**src/hdl/tkeo_pkg.sv**
```systemverilog
// Shared types, constants and the multiply step table of the TKEO vote detector.
`default_nettype none

package tkeo_pkg;

   localparam int SAMPLE_BITS_DEF = 16;
   localparam int NUM_CH          = 4;
   localparam int CH_W            = 2;
   localparam int CFG_IDX_W       = 3;
   localparam int CFG_DATA_W      = 64;
   localparam int THR_W           = 64;
   localparam int FEAT_W          = 33;
   localparam int CUBIC_W         = 64;
   localparam int VOTE_W          = 2;
   localparam int REFR_W          = 16;
   localparam int MUL_W           = 32;
   localparam int LIMB_W          = 24;
   localparam int CUBE_W          = 2 * LIMB_W;
   localparam int ACC_W           = 96;
   localparam int STEP_W          = 5;
   localparam int NUM_SMP_OPD     = 9;
   localparam int NUM_OPD         = 16;
   localparam logic [STEP_W-1:0] LAST_STEP = 5'd16;

   typedef enum logic [CFG_IDX_W-1:0] {
      CSR_ENERGY_CH  = 3'd0,
      CSR_CUBIC_CH   = 3'd1,
      CSR_SPATIAL_CH = 3'd2,
      CSR_ENERGY_THR = 3'd3,
      CSR_CUBIC_THR  = 3'd4,
      CSR_SPATIAL_THR = 3'd5,
      CSR_MIN_VOTES  = 3'd6,
      CSR_REFRACTORY = 3'd7
   } csr_index_type;

   typedef enum logic [3:0] {
      OPD_X0E   = 4'd0,
      OPD_X1E   = 4'd1,
      OPD_X2E   = 4'd2,
      OPD_S0    = 4'd3,
      OPD_S1    = 4'd4,
      OPD_S2    = 4'd5,
      OPD_X0C   = 4'd6,
      OPD_X1C   = 4'd7,
      OPD_X2C   = 4'd8,
      OPD_SQ    = 4'd9,
      OPD_CA_LO = 4'd10,
      OPD_CA_HI = 4'd11,
      OPD_CB_LO = 4'd12,
      OPD_CB_HI = 4'd13,
      OPD_CC_LO = 4'd14,
      OPD_CC_HI = 4'd15
   } opd_type;

   typedef enum logic [1:0] {
      SH_NONE,
      SH_LIMB,
      SH_LIMB_X2,
      SH_TWO_LIMB
   } shift_type;

   typedef enum logic [2:0] {
      DST_ACC,
      DST_SQ,
      DST_CA,
      DST_CB,
      DST_CC
   } dest_type;

   typedef enum logic [1:0] {
      CAP_NONE,
      CAP_ENERGY,
      CAP_SPATIAL
   } cap_type;

   typedef struct packed {
      opd_type   src_a;
      opd_type   src_b;
      shift_type shift;
      logic      load;
      logic      sub;
      dest_type  dest;
      cap_type   cap;
   } step_op_type;

   typedef struct packed {
      logic              neg;
      logic [MUL_W-1:0]  mag;
   } opnd_type;

   typedef struct packed {
      logic        en;
      step_op_type op;
   } mac_ctrl_type;

   typedef struct packed {
      logic idle;
      logic sat_en;
      logic out_load;
   } seq_ctrl_type;

   typedef enum logic [1:0] {
      ST_IDLE,
      ST_CALC,
      ST_SAT,
      ST_VOTE
   } seq_state_type;

   function automatic step_op_type mk_op(input opd_type a, input opd_type b,
                                         input shift_type sh, input logic ld,
                                         input logic sb, input dest_type d,
                                         input cap_type c);
      step_op_type op;
      op.src_a = a;
      op.src_b = b;
      op.shift = sh;
      op.load  = ld;
      op.sub   = sb;
      op.dest  = d;
      op.cap   = c;
      return op;
   endfunction

   function automatic step_op_type step_op(input logic [STEP_W-1:0] idx);
      step_op_type op;
      unique case (idx)
         5'd0:  op = mk_op(OPD_X1E, OPD_X1E, SH_NONE, 1'b1, 1'b0, DST_ACC, CAP_NONE);
         5'd1:  op = mk_op(OPD_X0E, OPD_X2E, SH_NONE, 1'b0, 1'b1, DST_ACC, CAP_ENERGY);
         5'd2:  op = mk_op(OPD_S1, OPD_S1, SH_NONE, 1'b1, 1'b0, DST_ACC, CAP_NONE);
         5'd3:  op = mk_op(OPD_S0, OPD_S2, SH_NONE, 1'b0, 1'b1, DST_ACC, CAP_SPATIAL);
         5'd4:  op = mk_op(OPD_X0C, OPD_X0C, SH_NONE, 1'b0, 1'b0, DST_SQ, CAP_NONE);
         5'd5:  op = mk_op(OPD_SQ, OPD_X0C, SH_NONE, 1'b0, 1'b0, DST_CA, CAP_NONE);
         5'd6:  op = mk_op(OPD_X1C, OPD_X1C, SH_NONE, 1'b0, 1'b0, DST_SQ, CAP_NONE);
         5'd7:  op = mk_op(OPD_SQ, OPD_X1C, SH_NONE, 1'b0, 1'b0, DST_CB, CAP_NONE);
         5'd8:  op = mk_op(OPD_X2C, OPD_X2C, SH_NONE, 1'b0, 1'b0, DST_SQ, CAP_NONE);
         5'd9:  op = mk_op(OPD_SQ, OPD_X2C, SH_NONE, 1'b0, 1'b0, DST_CC, CAP_NONE);
         5'd10: op = mk_op(OPD_CB_LO, OPD_CB_LO, SH_NONE, 1'b1, 1'b0, DST_ACC, CAP_NONE);
         5'd11: op = mk_op(OPD_CB_LO, OPD_CB_HI, SH_LIMB_X2, 1'b0, 1'b0, DST_ACC, CAP_NONE);
         5'd12: op = mk_op(OPD_CB_HI, OPD_CB_HI, SH_TWO_LIMB, 1'b0, 1'b0, DST_ACC, CAP_NONE);
         5'd13: op = mk_op(OPD_CA_LO, OPD_CC_LO, SH_NONE, 1'b0, 1'b1, DST_ACC, CAP_NONE);
         5'd14: op = mk_op(OPD_CA_LO, OPD_CC_HI, SH_LIMB, 1'b0, 1'b1, DST_ACC, CAP_NONE);
         5'd15: op = mk_op(OPD_CA_HI, OPD_CC_LO, SH_LIMB, 1'b0, 1'b1, DST_ACC, CAP_NONE);
         5'd16: op = mk_op(OPD_CA_HI, OPD_CC_HI, SH_TWO_LIMB, 1'b0, 1'b1, DST_ACC, CAP_NONE);
         default: op = mk_op(OPD_SQ, OPD_SQ, SH_NONE, 1'b0, 1'b0, DST_SQ, CAP_NONE);
      endcase
      return op;
   endfunction

endpackage

`default_nettype wire

```
**src/hdl/tkeo_sequencer.sv**
```systemverilog
// Step sequencer: walks the multiply table, then saturation and vote steps.
`default_nettype none

module tkeo_sequencer
   import tkeo_pkg::*;
(
   input  wire logic    clock,
   input  wire logic    reset,
   input  wire logic    start,
   input  wire logic    out_free,
   output mac_ctrl_type mac_ctrl,
   output seq_ctrl_type seq_ctrl
);

   seq_state_type     state_ff;
   seq_state_type     state_in;
   logic [STEP_W-1:0] step_ff;
   logic [STEP_W-1:0] step_in;

   always_comb begin
      state_in = state_ff;
      step_in  = step_ff;
      unique case (state_ff)
         ST_IDLE: begin
            step_in = '0;
            if (start) begin
               state_in = ST_CALC;
            end
         end
         ST_CALC: begin
            step_in = step_ff + 1'b1;
            if (step_ff == LAST_STEP) begin
               state_in = ST_SAT;
            end
         end
         ST_SAT: begin
            state_in = ST_VOTE;
         end
         ST_VOTE: begin
            if (out_free) begin
               state_in = ST_IDLE;
            end
         end
      endcase
   end

   always_comb begin
      mac_ctrl.en       = (state_ff == ST_CALC);
      mac_ctrl.op       = step_op(step_ff);
      seq_ctrl.idle     = (state_ff == ST_IDLE);
      seq_ctrl.sat_en   = (state_ff == ST_SAT);
      seq_ctrl.out_load = (state_ff == ST_VOTE) && out_free;
   end

   always_ff @(posedge clock) begin
      if (reset) begin
         state_ff <= ST_IDLE;
         step_ff  <= '0;
      end else begin
         state_ff <= state_in;
         step_ff  <= step_in;
      end
   end

endmodule

`default_nettype wire

```
**config.mk**
```make
export PLATFORM = sky130hd
export DESIGN_NAME = tkeo_sequencer
export DESIGN_NICKNAME = d
export VERILOG_FILES = /design/src/hdl/tkeo_pkg.sv /design/src/hdl/tkeo_sequencer.sv
export SDC_FILE = /design/constraint.sdc
export NUM_CORES = 1
export LEC_CHECK = 0
export BUFFER_PORTS_ARGS = -buffer_cell sky130_fd_sc_hd__buf_2
export CORE_ASPECT_RATIO = 0.6
export CORE_MARGIN = 2
export CORE_UTILIZATION = 53
export DETAILED_ROUTE_END_ITERATION = 12
export HOLD_SLACK_MARGIN = 0.02
export PLACE_DENSITY = 0.77
export SYNTH_ARGS = -nofsm -noshare
export SYNTH_HDL_FRONTEND = slang
export SYNTH_SLANG_ARGS = --single-unit
```
**constraint.sdc**
```tcl
create_clock -name clock -period 3 [get_ports clock]
set_clock_uncertainty 0.15 [all_clocks]
set_input_delay 0.15 -clock clock [delete_from_list [all_inputs] [get_ports clock]]
set_output_delay 0.15 -clock clock [all_outputs]
set_load 0.03 [all_outputs]
```
# Word-level counts from Yosys, hierarchy flattened
# Memories as Yosys holds them, arrays and structs flattened. A register that Yosys moved wholly into a read port is not among the register bits.
# Index checks and enable logic that the tools add are counted.
[op_classes] n_addsub=1 eq_ne=7 n_mux=7 reduce_logical=4
[op_table] cell="$mux W5" count=2
[op_table] cell="$pmux W5 S2" count=1
[op_table] cell="$pmux W2 S4" count=1
[op_table] cell="$mux W2" count=3
[op_table] cell="$add A5 B1 Y5 const B" count=1
[op_table] cell="$eq A5 B5 Y1 const B" count=1
[op_table] cell="$eq A2 B2 Y1 const B" count=2
[op_table] cell="$ne A2 B2 Y1 const B" count=2
[op_table] cell="$reduce_and A3 Y1" count=1
[op_table] cell="$eq A2 B1 Y1 const B" count=1
[op_table] cell="$logic_not A2 Y1" count=1
[op_table] cell="$ne A2 B1 Y1 const B" count=1
[op_table] cell="$reduce_bool A2 Y1" count=1
[op_table] cell="$logic_and A1 B1 Y1" count=1
[totals] regBits=7 romBits=544 n_memories=1
[memory_table] name="(no name shown)" depth=32 word_bits=17 rd=1 rd_ports_with_merged_regs=1 wr=0 line="tkeo_pkg.sv:126" text="unique case (idx)"

# Logic depth before layout (Yosys ltp)
# Gate-level depths: netlist of run 1.
[logic_depth] word_depth=4 ltp_mapped=13 mapped_depth_nobuf=11

# Worst setup path before layout of run 1
# No wires, ideal clock.
[synth_path] path_kind="register -> register" from="register state_ff[1]" to="register, netlist name mac_ctrl[14]" arrival_ns=2.300 required_ns=2.775 slack_ns=0.475 path_stages_with_launch=11 n_path_buf=2 cell_sequence="dfxtp_1 inv_1 ha_1 buf_6 nor3b_1 a21oi_1 or2_2 clkbuf_1 ha_1 o32a_1 o22ai_1"
[synth_lines] item="from (decl)" line="tkeo_sequencer.sv:15" text="seq_state_type state_ff;"
[synth_lines] item="from (signal assigned)" line="tkeo_sequencer.sv:60" text="state_ff <= state_in;"

# Worst setup path after layout of run 1
[layout_path] from="register state_ff[1]" to="register, netlist name mac_ctrl[9]"
[layout_between] elab_chain_cells=4 word_cells_on_any_way=6 cone_classes="eq/ne (1); mux (3); reduce/logical (2)"
[layout_lines] item="$eq A2 B1 Y1 / $logic_not A2 Y1 (equally long branches)" line="tkeo_sequencer.sv:23" text="unique case (state_ff)"
[layout_lines] item="$pmux W5 S2 / $reduce_bool A2 Y1 (equally long branches)"
[layout_lines] item="$mux W5 (no line) * (2 in a row)"
# Mark *: on every way between the ends. The rest lies on a longest branch, timed or not.
# A chain may end at the register's enable or synchronous reset.

==> results of run 1 <==
-- metal layers --
layer	vias to the layer above	wire length (um)
li1	515	-
met1	509	1220
met2	68	1260
met3	8	339
met4	0	31
met5	-	0
-- cells by family (layout without fill, tap and decap cells) --
logic type,after synthesis,count (layout)
AO/OA/AOI/OAI,29,29
adder cells (fa/ha/maj),11,11
buffers and inverters,22,44
flip-flops,24,24
multiplexers,7,7
AND/OR/NAND/NOR,42,42
-- layout make-up --
class                           count  area (um^2)
Inverter                           16         60.1
Fill cell                         181          763
Clock inverter                      1         30.0
Multi-Input combinational cell     89          647
Timing Repair Buffer               24          120
Sequential cell                    24          480
Clock buffer                        3         41.3
Tap cell                           30         37.5
-- sequential cells by signal, indices dropped and copies added (netlist names) --
name,flops
mac_ctrl,17
step_ff,5
state_ff,2
-- worst max-delay path, cell delays in order (launching register included) --
cell     delay (ns)
dfxtp_1        0.35
inv_1          0.09
ha_1           0.48
mux2i_1        0.17
a21oi_2        0.38
or2_1          0.38
inv_2          0.19
mux2_2         0.31
a22oi_1        0.15
-- worst paths after layout --
kind | to | startpoint | slack [ns] | cells past startpoint
max | mac_ctrl[9] | state_ff[1] | 0.29 | 8
min | mac_ctrl[7] | reset | 0.08 | 2
max reg2reg | mac_ctrl[9] | state_ff[1] | 0.29 | 8
min reg2reg | state_ff[0] | state_ff[0] | 0.42 | 2
-- power breakdown --
part | leakage [uW] | internal, uW | switching (uW)
logic | 0.000445 | 159 | 342
clock network | 0.0000357 | 179 | 107
registers | 0.000195 | 374 | 30.3
total | 0.000676 | 711 | 479
-- cell usage in the layout (no fill, tap or decap), types with 2 or more instances in the layout --
cell type  instances
dfxtp_1           24
o21ai_0            7
o221ai_1           2
and2_1             2
and3_1             3
nor3b_1            3
a21oi_2            2
ha_1              11
buf_2             24
mux2_2             3
nor2_1            11
or2_2              2
a21oi_1            6
nand3_1            3
nor4_1             3
clkbuf_8           3
inv_1             15
nand2_1            2
mux2i_1            4
nor3_1             4
-- per-stage QoR --
stage                     power (uW)  worst slack (ns)  area [um^2]  hold slack [ns]  instances
after global routing            1250             0.126         1420            0.103        187
after CTS                       1180             0.372         1420           0.0831        187
after global placement           869             0.504         1350            0.362        183
after floorplan                  783             0.475         1230            0.332        135
final                           1190             0.291         1420           0.0847        187
after detailed placement         897             0.394         1350            0.366        183
==> results.json, run 1 <==
{
  "status": "complete, no violations",
  "io-pin-count": 25,
  "hold_buffers": 0,
  "synth_edf_count": 0,
  "final_nets": 173,
  "drt-total-wl_um": 2850,
  "met3_usage_pct": 8.06,
  "drive_above_1_share_pct": 23.6,
  "antenna_found_initial": 0,
  "rows": 13,
  "timing.fmax_mhz": 369,
  "setup_viol": 0,
  "synthAdderAreaFrac_pct": 11.2,
  "cts_resized": 0,
  "endpoint_kind": "register",
  "async_flop_share_pct": 0,
  "hold_path_class": "input pin to register",
  "cellPowerDensity_nw_per_um2": 840,
  "hold_viol": 0,
  "utilization_pct": 65.0,
  "tightestPinTransition_ns": 0.572,
  "worst-setup-path-type": "register to register",
  "root_buffer": "clkbuf_8",
  "die_h_um": 41.3,
  "synth_simple_gate_area_share_pct": 19.2,
  "clock_latency_ns": 0.27,
  "yosysSeqAreaShare_pct": 39.1,
  "crit_required_ns": 3.05,
  "netlist_area_um2": 1230,
  "finalSetupTns_ns": 0,
  "ys_types": 43,
  "grt_pass1_wl_um": 4490,
  "core_um2": 2180,
  "cts_buffers": 3,
  "synthTopCellsByArea": "dfxtp_1 39%, ha_1 11%, inv_1 4.6%, nor2_1 3.4%, mux2i_1 3.3%",
  "vias": 1100,
  "gp_congestion": 0.937,
  "drc": 0,
  "htree_levels": 1,
  "busiest_layer": "met2",
  "start_util_pct": 56.4,
  "ys_top_cells_by_count": "24 x dfxtp_1, 15 x inv_1, 11 x ha_1, 11 x nor2_1, 7 x o21ai_0",
  "cp-start-kind": "register",
  "via_per_inst": 5.88,
  "grt_overflow_total": 0,
  "synth.most_common_cell": "dfxtp_1",
  "clock_path_buffers": 2,
  "rsz0062_at_grt": "false",
  "p_leak_uw": 0.000676,
  "ant_nets": 0,
  "grt_pass1_vias": 975,
  "drt_first_pass_iters": 4,
  "synth_largest_area_cell": "dfxtp_1",
  "drv_slew": 0,
  "arrival_ns": 2.76,
  "synth-main-ff-cell": "dfxtp_1",
  "relSlewSlack_pct": 61.9,
  "wl_per_cell_um": 15.2,
  "grt_use_met1_pct": 28.9,
  "vdd_drop_max_mv": 0.493,
  "cts_setup_buffers": 0,
  "dpl.hpwl_um": 2050,
  "synth_seq_cells": 24,
  "synth_top_family_by_area": "simple AND/OR/NAND/NOR gates",
  "synth_nets": 150,
  "synth.avg_cell_area_um2": 9.10,
  "die_x_um": 66.2,
  "cts_tree": "done",
  "grt_max_degree": 19,
  "syn_inst": 135,
  "n_antenna_cell": 0,
  "die_area_um2": 2730,
  "cp_max_fo": 15,
  "yosysWarnings": 0,
  "muxShareOfSynthArea_pct": 6.01,
  "synth_compound_area_share_pct": 16.2,
  "synth_xor_xnor_area_share_pct": 0,
  "drv_cap": 0,
  "finalCriticalPeriod_ns": 2.71,
  "layout_worst_path_cycle_share_pct": 90.3,
  "syn_to_final_growth_pct": 15.3,
  "grtUsageMet2_pct": 39.0,
  "io_buffers": 24,
  "synth_top_area_share_pct": 39.1,
  "drt_iter0_markers": 84,
  "grt.total_usage_pct": 23.0,
  "cts.sinks": 24,
  "path_clk_slew_ns": 0.09
}
(Power assumes the default switching activity.)
==> inputs of run 2 (changes only) <==
--- a/config.mk
+++ b/config.mk
@@ -7,7 +7,6 @@
 export LEC_CHECK = 0
 export BUFFER_PORTS_ARGS = -buffer_cell sky130_fd_sc_hd__buf_2
 export CORE_ASPECT_RATIO = 0.6
-export CORE_MARGIN = 2
 export CORE_UTILIZATION = 53
 export DETAILED_ROUTE_END_ITERATION = 12
 export HOLD_SLACK_MARGIN = 0.02
==> results.json, run 2 (synthesis gave the netlist of run 1 again) <==
{
  "crit_cells": 10,
  "largest_register_ffs": 17,
  "die_x_um": 64.2,
  "io-pin-count": 25,
  "path_buf_inv": 2,
  "cts_buffers": 3,
  "finalSetupTns_ns": 0,
  "finalCriticalPeriod_ns": 2.68,
  "n_fill_cell": 173,
  "vdd_drop_max_mv": 0.508,
  "drive_above_1_share_pct": 23.6,
  "path_clk_slew_ns": 0.08,
  "relSlewSlack_pct": 63.1,
  "hold_path_class": "input pin to register",
  "layout_worst_path_cycle_share_pct": 89.4,
  "die_h_um": 39.3,
  "core_um2": 2180,
  "final_nets": 173,
  "cts_tree": "done",
  "cp_slowest_cell": "dfxtp_1",
  "rows": 13,
  "worst-setup-path-type": "register to register",
  "drv_slew": 0,
  "hold_buffers": 0,
  "whs_ns": 0.0872,
  "drt_iter0_markers": 42,
  "drt_first_pass_iters": 4,
  "n_antenna_cell": 0,
  "min-delay-start": "reset",
  "drc": 0,
  "cp_max_fo": 15,
  "endpoint_kind": "register",
  "crit_required_ns": 3.00,
  "arrival_ns": 2.68,
  "cp_top_family": "adder cells",
  "clock_path_buffers": 2,
  "die_area_um2": 2520,
  "drv_cap": 0,
  "wl_per_cell_um": 14.7,
  "reg2reg_from": "state_ff[1]",
  "rr_worst_depth": 10,
  "timing.fmax_mhz": 373,
  "vias": 1064,
  "grt_max_degree": 19,
  "drt-total-wl_um": 2760,
  "rr_endpoint": "mac_ctrl[14]",
  "seq_area_um2": 480,
  "htree_levels": 1,
  "max_stage_delay_ns": 0.38,
  "tightestPinTransition_ns": 0.554,
  "via_per_inst": 5.69,
  "io_buffers": 24,
  "cts_resized": 0,
  "reg2reg_slack_ns": 0.32,
  "start_util_pct": 56.4,
  "cts_setup_buffers": 0,
  "multi_input_area_um2": 647,
  "gp_congestion": 0.910,
  "hold_viol": 0,
  "grt_pass1_vias": 893,
  "hold_path_end": "step_ff[1]",
  "p_leak_uw": 0.000676,
  "cellPowerDensity_nw_per_um2": 833,
  "cts.sinks": 24,
  "cp-start-kind": "register",
  "grt.total_usage_pct": 23.3,
  "clock_latency_ns": 0.27,
  "final_cell_mix": "24 x buf_2, 24 x dfxtp_1, 15 x inv_1, 11 x nor2_1, 11 x ha_1",
  "syn_to_final_growth_pct": 15.3,
  "ant_nets": 0,
  "grt_overflow_total": 0,
  "setup_viol": 0,
  "status": "complete, no violations",
  "rsz0062_at_grt": "false",
  "path_cells": "inv_1 -> ha_1 -> nor3b_1 -> a21oi_1 -> nor2_1 -> inv_1 -> ha_1 -> o21ai_0 -> o32a_1 -> o22ai_1",
  "min_path_cells": 2,
  "antenna_found_initial": 0,
  "root_buffer": "clkbuf_8",
  "dpl.hpwl_um": 2010,
  "grt_pass1_wl_um": 4240
}
==> run 2: cell counts in the layout (fill, tap and decap cells not counted) <==
No cell type changed its count.
==> run 2: how the worst max path moves through the flow <==
stage           startpoint      endpoint  slack [ns]
3_3_place_gp   state_ff[1]   mac_ctrl[9]        0.50
3_5_place_dp   state_ff[1]  mac_ctrl[14]        0.41
2_1_floorplan  state_ff[1]  mac_ctrl[14]        0.47
5_1_grt        state_ff[1]  mac_ctrl[14]        0.12
4_1_cts        state_ff[1]  mac_ctrl[14]        0.37
6_report       state_ff[1]  mac_ctrl[14]        0.32
==> run 2: final cells by class <==
cell class | count | area share [%]
Clock buffer | 3 | 2.92
Clock inverter | 1 | 2.12
Inverter | 16 | 4.24
Multi-Input combinational cell | 89 | 45.7
Sequential cell | 24 | 33.9
Tap cell | 30 | 2.65
Timing Repair Buffer | 24 | 8.48
==> run 2: layer usage <==
layer / GRT usage, % / wire length (um)
met5: 0 / 0
met2: 34.0 / 1170
met1: 33.0 / 1380
met4: 5.56 / 20
met3: 7.56 / 187
==> run 2: report_power, final <==
group | internal (uW) | total (uW) | switching, uW
logic | 158 | 497 | 339
clock network | 178 | 280 | 102
registers | 373 | 403 | 29.1
total | 710 | 1180 | 470
==> run 2: stage by stage <==
| stage | setup slack [ns] | total power, uW | std cells | utilization, % | cell area [um^2] |
|---|---|---|---|---|---|
| after global routing | 0.122 | 1240 | 187 | 65.0 | 1420 |
| after floorplan | 0.475 | 783 | 135 | - | 1230 |
| after CTS | 0.368 | 1180 | 187 | 65.0 | 1420 |
| final | 0.318 | 1180 | 187 | 65.0 | 1420 |
| after detailed placement | 0.410 | 895 | 183 | 61.7 | 1350 |
| after global placement | 0.497 | 874 | 183 | 61.7 | 1350 |
