[src/hdl/tkeo_pkg.sv]
// Shared types, constants and the multiply step table of the TKEO vote detector.
`default_nettype none

package tkeo_pkg;

   localparam int SAMPLE_BITS_DEF = 16;
   localparam int NUM_CH          = 4;
   localparam int CH_W            = 2;
   localparam int CFG_IDX_W       = 3;
   localparam int CFG_DATA_W      = 64;
   localparam int THR_W           = 64;
   localparam int FEAT_W          = 33;
   localparam int CUBIC_W         = 64;
   localparam int VOTE_W          = 2;
   localparam int REFR_W          = 16;
   localparam int MUL_W           = 32;
   localparam int LIMB_W          = 24;
   localparam int CUBE_W          = 2 * LIMB_W;
   localparam int ACC_W           = 96;
   localparam int STEP_W          = 5;
   localparam int NUM_SMP_OPD     = 9;
   localparam int NUM_OPD         = 16;
   localparam logic [STEP_W-1:0] LAST_STEP = 5'd16;

   typedef enum logic [CFG_IDX_W-1:0] {
      CSR_ENERGY_CH  = 3'd0,
      CSR_CUBIC_CH   = 3'd1,
      CSR_SPATIAL_CH = 3'd2,
      CSR_ENERGY_THR = 3'd3,
      CSR_CUBIC_THR  = 3'd4,
      CSR_SPATIAL_THR = 3'd5,
      CSR_MIN_VOTES  = 3'd6,
      CSR_REFRACTORY = 3'd7
   } csr_index_type;

   typedef enum logic [3:0] {
      OPD_X0E   = 4'd0,
      OPD_X1E   = 4'd1,
      OPD_X2E   = 4'd2,
      OPD_S0    = 4'd3,
      OPD_S1    = 4'd4,
      OPD_S2    = 4'd5,
      OPD_X0C   = 4'd6,
      OPD_X1C   = 4'd7,
      OPD_X2C   = 4'd8,
      OPD_SQ    = 4'd9,
      OPD_CA_LO = 4'd10,
      OPD_CA_HI = 4'd11,
      OPD_CB_LO = 4'd12,
      OPD_CB_HI = 4'd13,
      OPD_CC_LO = 4'd14,
      OPD_CC_HI = 4'd15
   } opd_type;

   typedef enum logic [1:0] {
      SH_NONE,
      SH_LIMB,
      SH_LIMB_X2,
      SH_TWO_LIMB
   } shift_type;

   typedef enum logic [2:0] {
      DST_ACC,
      DST_SQ,
      DST_CA,
      DST_CB,
      DST_CC
   } dest_type;

   typedef enum logic [1:0] {
      CAP_NONE,
      CAP_ENERGY,
      CAP_SPATIAL
   } cap_type;

   typedef struct packed {
      opd_type   src_a;
      opd_type   src_b;
      shift_type shift;
      logic      load;
      logic      sub;
      dest_type  dest;
      cap_type   cap;
   } step_op_type;

   typedef struct packed {
      logic              neg;
      logic [MUL_W-1:0]  mag;
   } opnd_type;

   typedef struct packed {
      logic        en;
      step_op_type op;
   } mac_ctrl_type;

   typedef struct packed {
      logic idle;
      logic sat_en;
      logic out_load;
   } seq_ctrl_type;

   typedef enum logic [1:0] {
      ST_IDLE,
      ST_CALC,
      ST_SAT,
      ST_VOTE
   } seq_state_type;

   function automatic step_op_type mk_op(input opd_type a, input opd_type b,
                                         input shift_type sh, input logic ld,
                                         input logic sb, input dest_type d,
                                         input cap_type c);
      step_op_type op;
      op.src_a = a;
      op.src_b = b;
      op.shift = sh;
      op.load  = ld;
      op.sub   = sb;
      op.dest  = d;
      op.cap   = c;
      return op;
   endfunction

   function automatic step_op_type step_op(input logic [STEP_W-1:0] idx);
      step_op_type op;
      unique case (idx)
         5'd0:  op = mk_op(OPD_X1E, OPD_X1E, SH_NONE, 1'b1, 1'b0, DST_ACC, CAP_NONE);
         5'd1:  op = mk_op(OPD_X0E, OPD_X2E, SH_NONE, 1'b0, 1'b1, DST_ACC, CAP_ENERGY);
         5'd2:  op = mk_op(OPD_S1, OPD_S1, SH_NONE, 1'b1, 1'b0, DST_ACC, CAP_NONE);
         5'd3:  op = mk_op(OPD_S0, OPD_S2, SH_NONE, 1'b0, 1'b1, DST_ACC, CAP_SPATIAL);
         5'd4:  op = mk_op(OPD_X0C, OPD_X0C, SH_NONE, 1'b0, 1'b0, DST_SQ, CAP_NONE);
         5'd5:  op = mk_op(OPD_SQ, OPD_X0C, SH_NONE, 1'b0, 1'b0, DST_CA, CAP_NONE);
         5'd6:  op = mk_op(OPD_X1C, OPD_X1C, SH_NONE, 1'b0, 1'b0, DST_SQ, CAP_NONE);
         5'd7:  op = mk_op(OPD_SQ, OPD_X1C, SH_NONE, 1'b0, 1'b0, DST_CB, CAP_NONE);
         5'd8:  op = mk_op(OPD_X2C, OPD_X2C, SH_NONE, 1'b0, 1'b0, DST_SQ, CAP_NONE);
         5'd9:  op = mk_op(OPD_SQ, OPD_X2C, SH_NONE, 1'b0, 1'b0, DST_CC, CAP_NONE);
         5'd10: op = mk_op(OPD_CB_LO, OPD_CB_LO, SH_NONE, 1'b1, 1'b0, DST_ACC, CAP_NONE);
         5'd11: op = mk_op(OPD_CB_LO, OPD_CB_HI, SH_LIMB_X2, 1'b0, 1'b0, DST_ACC, CAP_NONE);
         5'd12: op = mk_op(OPD_CB_HI, OPD_CB_HI, SH_TWO_LIMB, 1'b0, 1'b0, DST_ACC, CAP_NONE);
         5'd13: op = mk_op(OPD_CA_LO, OPD_CC_LO, SH_NONE, 1'b0, 1'b1, DST_ACC, CAP_NONE);
         5'd14: op = mk_op(OPD_CA_LO, OPD_CC_HI, SH_LIMB, 1'b0, 1'b1, DST_ACC, CAP_NONE);
         5'd15: op = mk_op(OPD_CA_HI, OPD_CC_LO, SH_LIMB, 1'b0, 1'b1, DST_ACC, CAP_NONE);
         5'd16: op = mk_op(OPD_CA_HI, OPD_CC_HI, SH_TWO_LIMB, 1'b0, 1'b1, DST_ACC, CAP_NONE);
         default: op = mk_op(OPD_SQ, OPD_SQ, SH_NONE, 1'b0, 1'b0, DST_SQ, CAP_NONE);
      endcase
      return op;
   endfunction

endpackage

`default_nettype wire

[src/hdl/tkeo_mac_unit.sv]
// Shared sign-magnitude multiplier with wide accumulator, square and cube registers.
`default_nettype none

module tkeo_mac_unit
   import tkeo_pkg::*;
#(
   parameter int SAMPLE_BITS = SAMPLE_BITS_DEF
) (
   input  wire logic                          clock,
   input  wire mac_ctrl_type                  ctrl,
   input  wire logic signed [SAMPLE_BITS-1:0] smp [NUM_SMP_OPD],
   output logic signed [FEAT_W-1:0]           energy,
   output logic signed [FEAT_W-1:0]           spatial,
   output logic signed [ACC_W-1:0]            acc
);

   logic [SAMPLE_BITS:0]  smp_ext [NUM_SMP_OPD];
   logic [SAMPLE_BITS:0]  smp_mag [NUM_SMP_OPD];
   opnd_type              opnd [NUM_OPD];
   opnd_type              opa;
   opnd_type              opb;
   logic [2*MUL_W-1:0]    prod;
   logic [ACC_W-1:0]      term;
   logic [ACC_W-1:0]      base;
   logic                  neg;
   logic [ACC_W-1:0]      acc_in;
   logic [ACC_W-1:0]      acc_ff;
   logic [MUL_W-1:0]      sq_ff;
   logic [CUBE_W-1:0]     ca_ff;
   logic [CUBE_W-1:0]     cb_ff;
   logic [CUBE_W-1:0]     cc_ff;
   logic                  ca_neg_ff;
   logic                  cc_neg_ff;
   logic [FEAT_W-1:0]     energy_ff;
   logic [FEAT_W-1:0]     spatial_ff;

   always_comb begin
      for (int i = 0; i < NUM_SMP_OPD; i++) begin
         smp_ext[i] = {smp[i][SAMPLE_BITS-1], smp[i]};
         smp_mag[i] = smp_ext[i][SAMPLE_BITS] ? (~smp_ext[i] + 1'b1) : smp_ext[i];
         opnd[i].neg = smp_ext[i][SAMPLE_BITS];
         opnd[i].mag = MUL_W'(smp_mag[i]);
      end
      opnd[OPD_SQ].neg    = 1'b0;
      opnd[OPD_SQ].mag    = sq_ff;
      opnd[OPD_CA_LO].neg = ca_neg_ff;
      opnd[OPD_CA_LO].mag = MUL_W'(ca_ff[LIMB_W-1:0]);
      opnd[OPD_CA_HI].neg = ca_neg_ff;
      opnd[OPD_CA_HI].mag = MUL_W'(ca_ff[CUBE_W-1:LIMB_W]);
      opnd[OPD_CB_LO].neg = 1'b0;
      opnd[OPD_CB_LO].mag = MUL_W'(cb_ff[LIMB_W-1:0]);
      opnd[OPD_CB_HI].neg = 1'b0;
      opnd[OPD_CB_HI].mag = MUL_W'(cb_ff[CUBE_W-1:LIMB_W]);
      opnd[OPD_CC_LO].neg = cc_neg_ff;
      opnd[OPD_CC_LO].mag = MUL_W'(cc_ff[LIMB_W-1:0]);
      opnd[OPD_CC_HI].neg = cc_neg_ff;
      opnd[OPD_CC_HI].mag = MUL_W'(cc_ff[CUBE_W-1:LIMB_W]);
   end

   always_comb begin
      opa  = opnd[ctrl.op.src_a];
      opb  = opnd[ctrl.op.src_b];
      prod = opa.mag * opb.mag;
      neg  = ctrl.op.sub ^ opa.neg ^ opb.neg;
      unique case (ctrl.op.shift)
         SH_NONE:     term = ACC_W'(prod);
         SH_LIMB:     term = ACC_W'(prod) << LIMB_W;
         SH_LIMB_X2:  term = ACC_W'(prod) << (LIMB_W + 1);
         SH_TWO_LIMB: term = ACC_W'(prod) << (2 * LIMB_W);
      endcase
      base   = ctrl.op.load ? '0 : acc_ff;
      acc_in = base + (term ^ {ACC_W{neg}}) + ACC_W'(neg);
   end

   always_ff @(posedge clock) begin
      if (ctrl.en) begin
         unique case (ctrl.op.dest)
            DST_ACC: acc_ff <= acc_in;
            DST_SQ:  sq_ff  <= prod[MUL_W-1:0];
            DST_CA: begin
               ca_ff     <= prod[CUBE_W-1:0];
               ca_neg_ff <= neg;
            end
            DST_CB:  cb_ff  <= prod[CUBE_W-1:0];
            DST_CC: begin
               cc_ff     <= prod[CUBE_W-1:0];
               cc_neg_ff <= neg;
            end
            default: sq_ff <= sq_ff;
         endcase
         unique case (ctrl.op.cap)
            CAP_ENERGY:  energy_ff  <= acc_in[FEAT_W-1:0];
            CAP_SPATIAL: spatial_ff <= acc_in[FEAT_W-1:0];
            default:     energy_ff  <= energy_ff;
         endcase
      end
   end

   assign energy  = energy_ff;
   assign spatial = spatial_ff;
   assign acc     = acc_ff;

endmodule

`default_nettype wire

[config.mk]
export PLATFORM = sky130hd
export DESIGN_NAME = tkeo_mac_unit
export DESIGN_NICKNAME = d
export VERILOG_FILES = /design/src/hdl/tkeo_pkg.sv /design/src/hdl/tkeo_mac_unit.sv
export SDC_FILE = /design/constraint.sdc
export NUM_CORES = 2
export LEC_CHECK = 0
export BUFFER_PORTS_ARGS = -buffer_cell sky130_fd_sc_hd__clkbuf_2
export CORE_MARGIN = 5
export CORE_UTILIZATION = 45
export CTS_CLUSTER_DIAMETER = 30
export DETAILED_ROUTE_END_ITERATION = 8
export GPL_ROUTABILITY_DRIVEN = 0
export HOLD_SLACK_MARGIN = 0.12
export PLACE_DENSITY = 0.71
export SLEW_MARGIN = 25
export SYNTH_ARGS = -nofsm -noshare
export SYNTH_HDL_FRONTEND = slang
export SYNTH_SLANG_ARGS = --single-unit
[constraint.sdc]
create_clock -name clock -period 18.3 [get_ports clock]
set_input_delay 1.83 -clock clock [delete_from_list [all_inputs] [get_ports clock]]
set_output_delay 1.83 -clock clock [all_outputs]
set_load 0.02 [all_outputs]
## Yosys cells after proc, flatten, opt, wreduce, memory -nomap -nowiden

Cells that the tools add are included.

- Bits in registers: 340
- Input port bits: 163
- Logic and storage cells: 72

- Add/sub/neg operators: 11
- Multiply operators: 1
- $lt $le $gt $ge: 2
- Equal/unequal tests: 9
- Muxes and demuxes: 17
- Bitwise logic cells: 14
- Reduce and logical (&&, ||, !) cells: 9

Operators with widths:

| cell | count |
|---|---|
| one-hot mux 96 bit (4 select lines) | 1 |
| binary-select mux 33 bit (select 4 bit) | 2 |
| adder 17 x 1 -> 17 bit (second input constant) | 9 |
| two-way mux 17 bit | 9 |
| inverter 17 bit | 9 |
| two-way mux 33 bit | 4 |
| adder 96 x 1 -> 96 bit | 1 |
| adder 96 bit | 1 |
| two-way mux 96 bit | 1 |
| XOR 96 bit | 1 |
| multiplier 32 x 32 -> 64 bit | 1 |
| AND reduction 2 bit | 7 |
| greater-or-equal comparator 5 bit (second input constant) | 2 |
| inverter 4 -> 5 bit | 2 |
| equality test 2 bit (second input constant) | 3 |
| equality test 3 x 2 -> 1 bit (second input constant) | 2 |
| equality test 2 x 1 -> 1 bit (second input constant) | 2 |
| equality test 3 x 1 -> 1 bit (second input constant) | 1 |
| equality test 3 bit (second input constant) | 1 |
| logical NOT 3 bit | 1 |
| logical NOT 2 bit | 1 |
| XOR 1 bit | 2 |

## Logic depth before layout (Yosys ltp)

- Word-level depth: 11
- Mapped depth: 57
- Gate-level depth less buffers: 56

## Worst setup path after synthesis

No wires, ideal clock.

- Path type: input -> register
- From: input smp[33] (netlist name)
- To: register acc_ff[90], in the netlist acc[90] (data pin)
- Library setup time: 268 ps
- Arrival time: 13,714 ps
- Path slack: 4,318 ps
- Stages on the path: 49
- Buffers on the path: 4
- Cell sequence: or3_1 -> or4_1 -> o41ai_1 -> xor2_1 -> mux4_2 -> mux2_2 -> o21ai_0 -> clkbuf_1 -> clkbuf_1 -> nand2_1 -> fa_1 -> fa_1 -> fa_1 -> inv_1 -> fa_1 -> inv_1 -> fa_1 -> inv_1 -> [... 13 more ...] -> a21oi_1 -> xor2_1 -> nand2_1 -> a32oi_1 -> xor2_1 -> ha_1 -> clkbuf_1 -> a21o_1 -> a21o_1 -> a21oi_1 -> a21oi_1 -> or4_1 -> o21ai_1 -> o31ai_1 -> a21oi_1 -> o21a_1 -> o21ai_1 -> xor2_1

- Cells in the longest elaborated chain, start to end: 11
- Elaborated cells on any way between the ends: 14
- Classes of those cells: add/sub: 3; mul: 1; mux: 8; bitwise: 2

Ends and longest elaborated chain:

| what | line | source |
|---|---|---|
| start, declared | tkeo_mac_unit.sv:11 | `input wire logic signed [SAMPLE_BITS-1:0] smp [NUM_SMP_OPD],` |
| inverter 17 bit | tkeo_mac_unit.sv:40 | `smp_mag[i] = smp_ext[i][SAMPLE_BITS] ? (~smp_ext[i] + 1'b1) : smp_ext[i];` |
| adder 17 x 1 -> 17 bit | tkeo_mac_unit.sv:40 |  |
| two-way mux 17 bit * | tkeo_mac_unit.sv:40 |  |
| binary-select mux 33 bit (select 4 bit) (on tied branches) | tkeo_mac_unit.sv:61, tkeo_mac_unit.sv:62 |  |
| two-way mux 33 bit (on tied branches) (2 in series) | tkeo_mac_unit.sv:61, tkeo_mac_unit.sv:62 |  |
| multiplier 32 x 32 -> 64 bit * | tkeo_mac_unit.sv:63 | `prod = opa.mag * opb.mag;` |
| one-hot mux 96 bit (4 select lines) * | tkeo_mac_unit.sv:65 | `unique case (ctrl.op.shift)` |
| XOR 96 bit * | tkeo_mac_unit.sv:72 | `acc_in = base + (term ^ {ACC_W{neg}}) + ACC_W'(neg);` |
| adder 96 bit * | tkeo_mac_unit.sv:72 |  |
| adder 96 x 1 -> 96 bit * | tkeo_mac_unit.sv:72 |  |
| net acc_in[90] | tkeo_mac_unit.sv:26 | `logic [ACC_W-1:0] acc_in;` |
| end signal, assigned | tkeo_mac_unit.sv:78 | `DST_ACC: acc_ff <= acc_in;` |
| end, declared | tkeo_mac_unit.sv:27 | `logic [ACC_W-1:0] acc_ff;` |

Mark *: on every way through the listed nets, which the timed path passes. The rest lies on a longest branch. The select of a mux whose other input is x is not followed.
A chain may end at the register's enable or synchronous reset.

## Worst setup path in the final report

- From: input smp[115] (netlist name)
- To: register acc_ff[90], in the netlist acc[90] (data pin)

The elaborated chain is that of the path after synthesis.

==> flow_summary.ini <==
[status]
status = completed

[timing]
slew_headroom_pct = 17.4
achievable-frequency_mhz = 62.5
period_share_pct = 87.4
finalSetupTns_ps = 0
worstMarginPinSlew_ps = 1230
finalClockSkew_ps = 81.2
finalWorstSetupSlack_ps = 2310
timing.final.setup_violations = 0
hold_ws_ps = 931
final_max_slew_viol_count = 0
final_hold_viol_count = 0
rsz0062_at_grt = no
layout_min_cycle_time_ps = 15990

[clock_network]
ctsHoldBuffers = 0
cts_buffers = 61
later_pin_clock_latency_in_the_skew_report_ps = 660
cts_tree = built
cts_max_level = 2
cts-root-buf = sky130_fd_sc_hd__clkbuf_16
clkTransAtPathRegs_ps = 60
tritoncts_num_sinks = 340
post_cts_resized = 0
ctsLongestPathBuffers = 3
cts.repair_timing.setup_buffer_count = 0

[setup_path]
worst-r2r-cell-count = 41
worstSetupStartpoint = smp[115]
r2r_path_start = cc_ff[27]$_DFFE_PP_
capturing_element_of_the_worst_setup_path = acc[90]$_DFFE_PP_
endpoint_kind = register
timing.critical_path.arrival_ps = 16350
crit_fanout = 22
critPathMaxStageDelay_ps = 630
timing.critical_path.required_ps = 18660
startpoint_type = input pin
worst_path_max_delay_cell = sky130_fd_sc_hd__a21oi_2
r2r_end = acc[90]$_DFFE_PP_
reg2reg_slack_ps = 4590
worstSetupPathType = in2reg
path_common_cell = sky130_fd_sc_hd__fa_1

[synthesis]
synth-async-reset-ratio_pct = 0
synth-edff-count = 340
synthXorXnorAreaFrac_pct = 5.36
post_synth_simple_gate_area_pct = 14.6
synth_top_cells_by_area = sky130_fd_sc_hd__fa_1 30%, sky130_fd_sc_hd__edfxtp_1 17%, sky130_fd_sc_hd__ha_1 7.7%
netlist_area_sq_um = 60100
yosysTopAreaCellShare_pct = 29.9
synthCells = 6455
yosys_register_bits = 340
syn_area_per_cell_sq_um = 9.32
synth.net_count = 7885
synth-seq-area-share_pct = 17.0
dominantRegCellSynth = sky130_fd_sc_hd__edfxtp_1
synth_top_cell_by_area = sky130_fd_sc_hd__fa_1
synth_compound_gate_area_share_pct = 9.86
yosys.cell_types.count = 95
portion_of_netlist_area_occupied_by_mux_cells_pct = 6.38
synth.yosys.warnings = 0
synth_adder_area_share_pct = 37.6
synth_top_family_by_area = adder cells

[global_route]
grt_util_all_layers_pct = 27.2
global_route.overflow_total = 0
grt_start_max_net_pins = 90
antenna_found_initial = 3
grt_pass1_wl_mm = 299
first_global_vias = 51200

[run]
cap_violations = 0

[layout]
drive_above_1_share_pct = 12.3
filler_cell_count = 12200
layout.cells.most_common = sky130_fd_sc_hd__inv_1
area.growth.synth_to_final_pct = 9.36
final_cell_mix = 1046 x sky130_fd_sc_hd__inv_1, 897 x sky130_fd_sc_hd__fa_1, 698 x sky130_fd_sc_hd__nand2_1, 594 x sky130_fd_sc_hd__nor2_1, 370 x sky130_fd_sc_hd__ha_1
num-nets-final = 8011
final_cell_area_excluding_filler_cells_sq_um = 65800

[place]
dp_slack_ps = 2050
port_buffers = 324
hpwlAfterDp_mm = 150
placedInstanceArea_sq_um = 63600

[floorplanning]
initial_core_util_pct = 45.2
dieArea_sq_um = 141000
boundaryPins = 325
floorplan.die.height_um = 376
design.core.area_sq_um = 133000
std_cell_rows = 134
floorplan.die.width_um = 376

[detailed_routing]
dr_total_vias = 49200
post_drt_wl_per_cell_um = 23.0
route.met3.wl_mm = 24.0
top_layer_used = met4
1st_pass_router_iterations = 6
drt-vias-per-instance = 5.86
drt_first_iter_violations = 5012
finalWirelength_mm = 193
antenna_violating_nets_post_route = 0
detailroute.wirelength.met2_mm = 85.1
wl_met1_mm = 72.8
post-route-drc-count = 0

[min_path]
worst_hold_path_type = reg2reg
hold_path_startpoint = acc[0]$_DFFE_PP_
synth_stat cells (all sizes together), types with 41 or more instances:
library cell / n
mux4: 152
o21ai: 163
xnor2: 231
nor2: 597
buf: 93
nor2b: 123
nand2: 698
inv: 1047
o31ai: 41
clkbuf: 307
edfxtp: 340
a21oi: 314
a21o: 124
and2: 62
nand4: 70
xor2: 137
ha: 370
fa: 897
nand2b: 169
stage by stage:
stage / std cells / utilization, %
finish: 8400 / 49.4
global route: 8399 / 49.4
CTS: 8398 / 49.4
detailed placement: 8285 / 47.8
global placement: 8285 / 47.8
floorplan: 6455 / -
routing by layer:
metal  vias to the layer above  global-route usage (%)
met5                         -                       0
met4                         0                    12.2
met3                       629                    7.33
met2                      2996                    42.2
met1                     24500                    35.7
li1                      21100                       -
layout make-up:
class	count	area, sq um	share of cell area (%)
multi-input combinational	4667	44600	67.8
sequential	340	10200	15.5
inverter	1048	3930	5.98
timing repair buffer	463	2720	4.13
tap	1768	2210	3.36
clock buffer	64	1540	2.34
clock inverter	49	568	0.864
antenna	1	2.50	0.00380
flip-flops by register name, summed over array words and instances, names as in the netlist:
signal and count:
acc 96, ca_ff 48, ca_neg_ff 1, cb_ff 48, cc_ff 48, cc_neg_ff 1, energy 33, spatial 33
sq_ff 32
worst max-delay path, delay by kind of cell:
| family | cells | cell delay, ps |
|---|---|---|
| buffers and inverters | 7 | 910 |
| AND/OR/NAND/NOR | 7 | 2110 |
| adder cells (fa/ha/maj) | 10 | 5000 |
| AO/OA/AOI/OAI | 20 | 5660 |
| multiplexers | 1 | 480 |
| XOR/XNOR | 3 | 330 |
how the worst min path moves through the flow:
stage | to | slack (ps) | cells after the start
floorplan | acc[1]$_DFFE_PP_ | 970 | 2
global placement | acc[1]$_DFFE_PP_ | 910 | 2
detailed placement | acc[0]$_DFFE_PP_ | 920 | 2
CTS | spatial[0]$_DFFE_PP_ | 920 | 2
global route | spatial[0]$_DFFE_PP_ | 990 | 2
finish | spatial[0]$_DFFE_PP_ | 930 | 2
kinds of logic (layout without fill, tap and decap cells):
logic type | count (synthesis) | in the layout
other cells | 0 | 1
simple gates | 1922 | 1922
mux | 192 | 192
fa+ha+maj | 1267 | 1267
buf+inv | 1448 | 1624
compound gates | 918 | 918
flops | 340 | 340
xor+xnor | 368 | 368
Power is not shown: default switching activity piles up to over one toggle a cycle in this logic, so the estimate is an artifact.
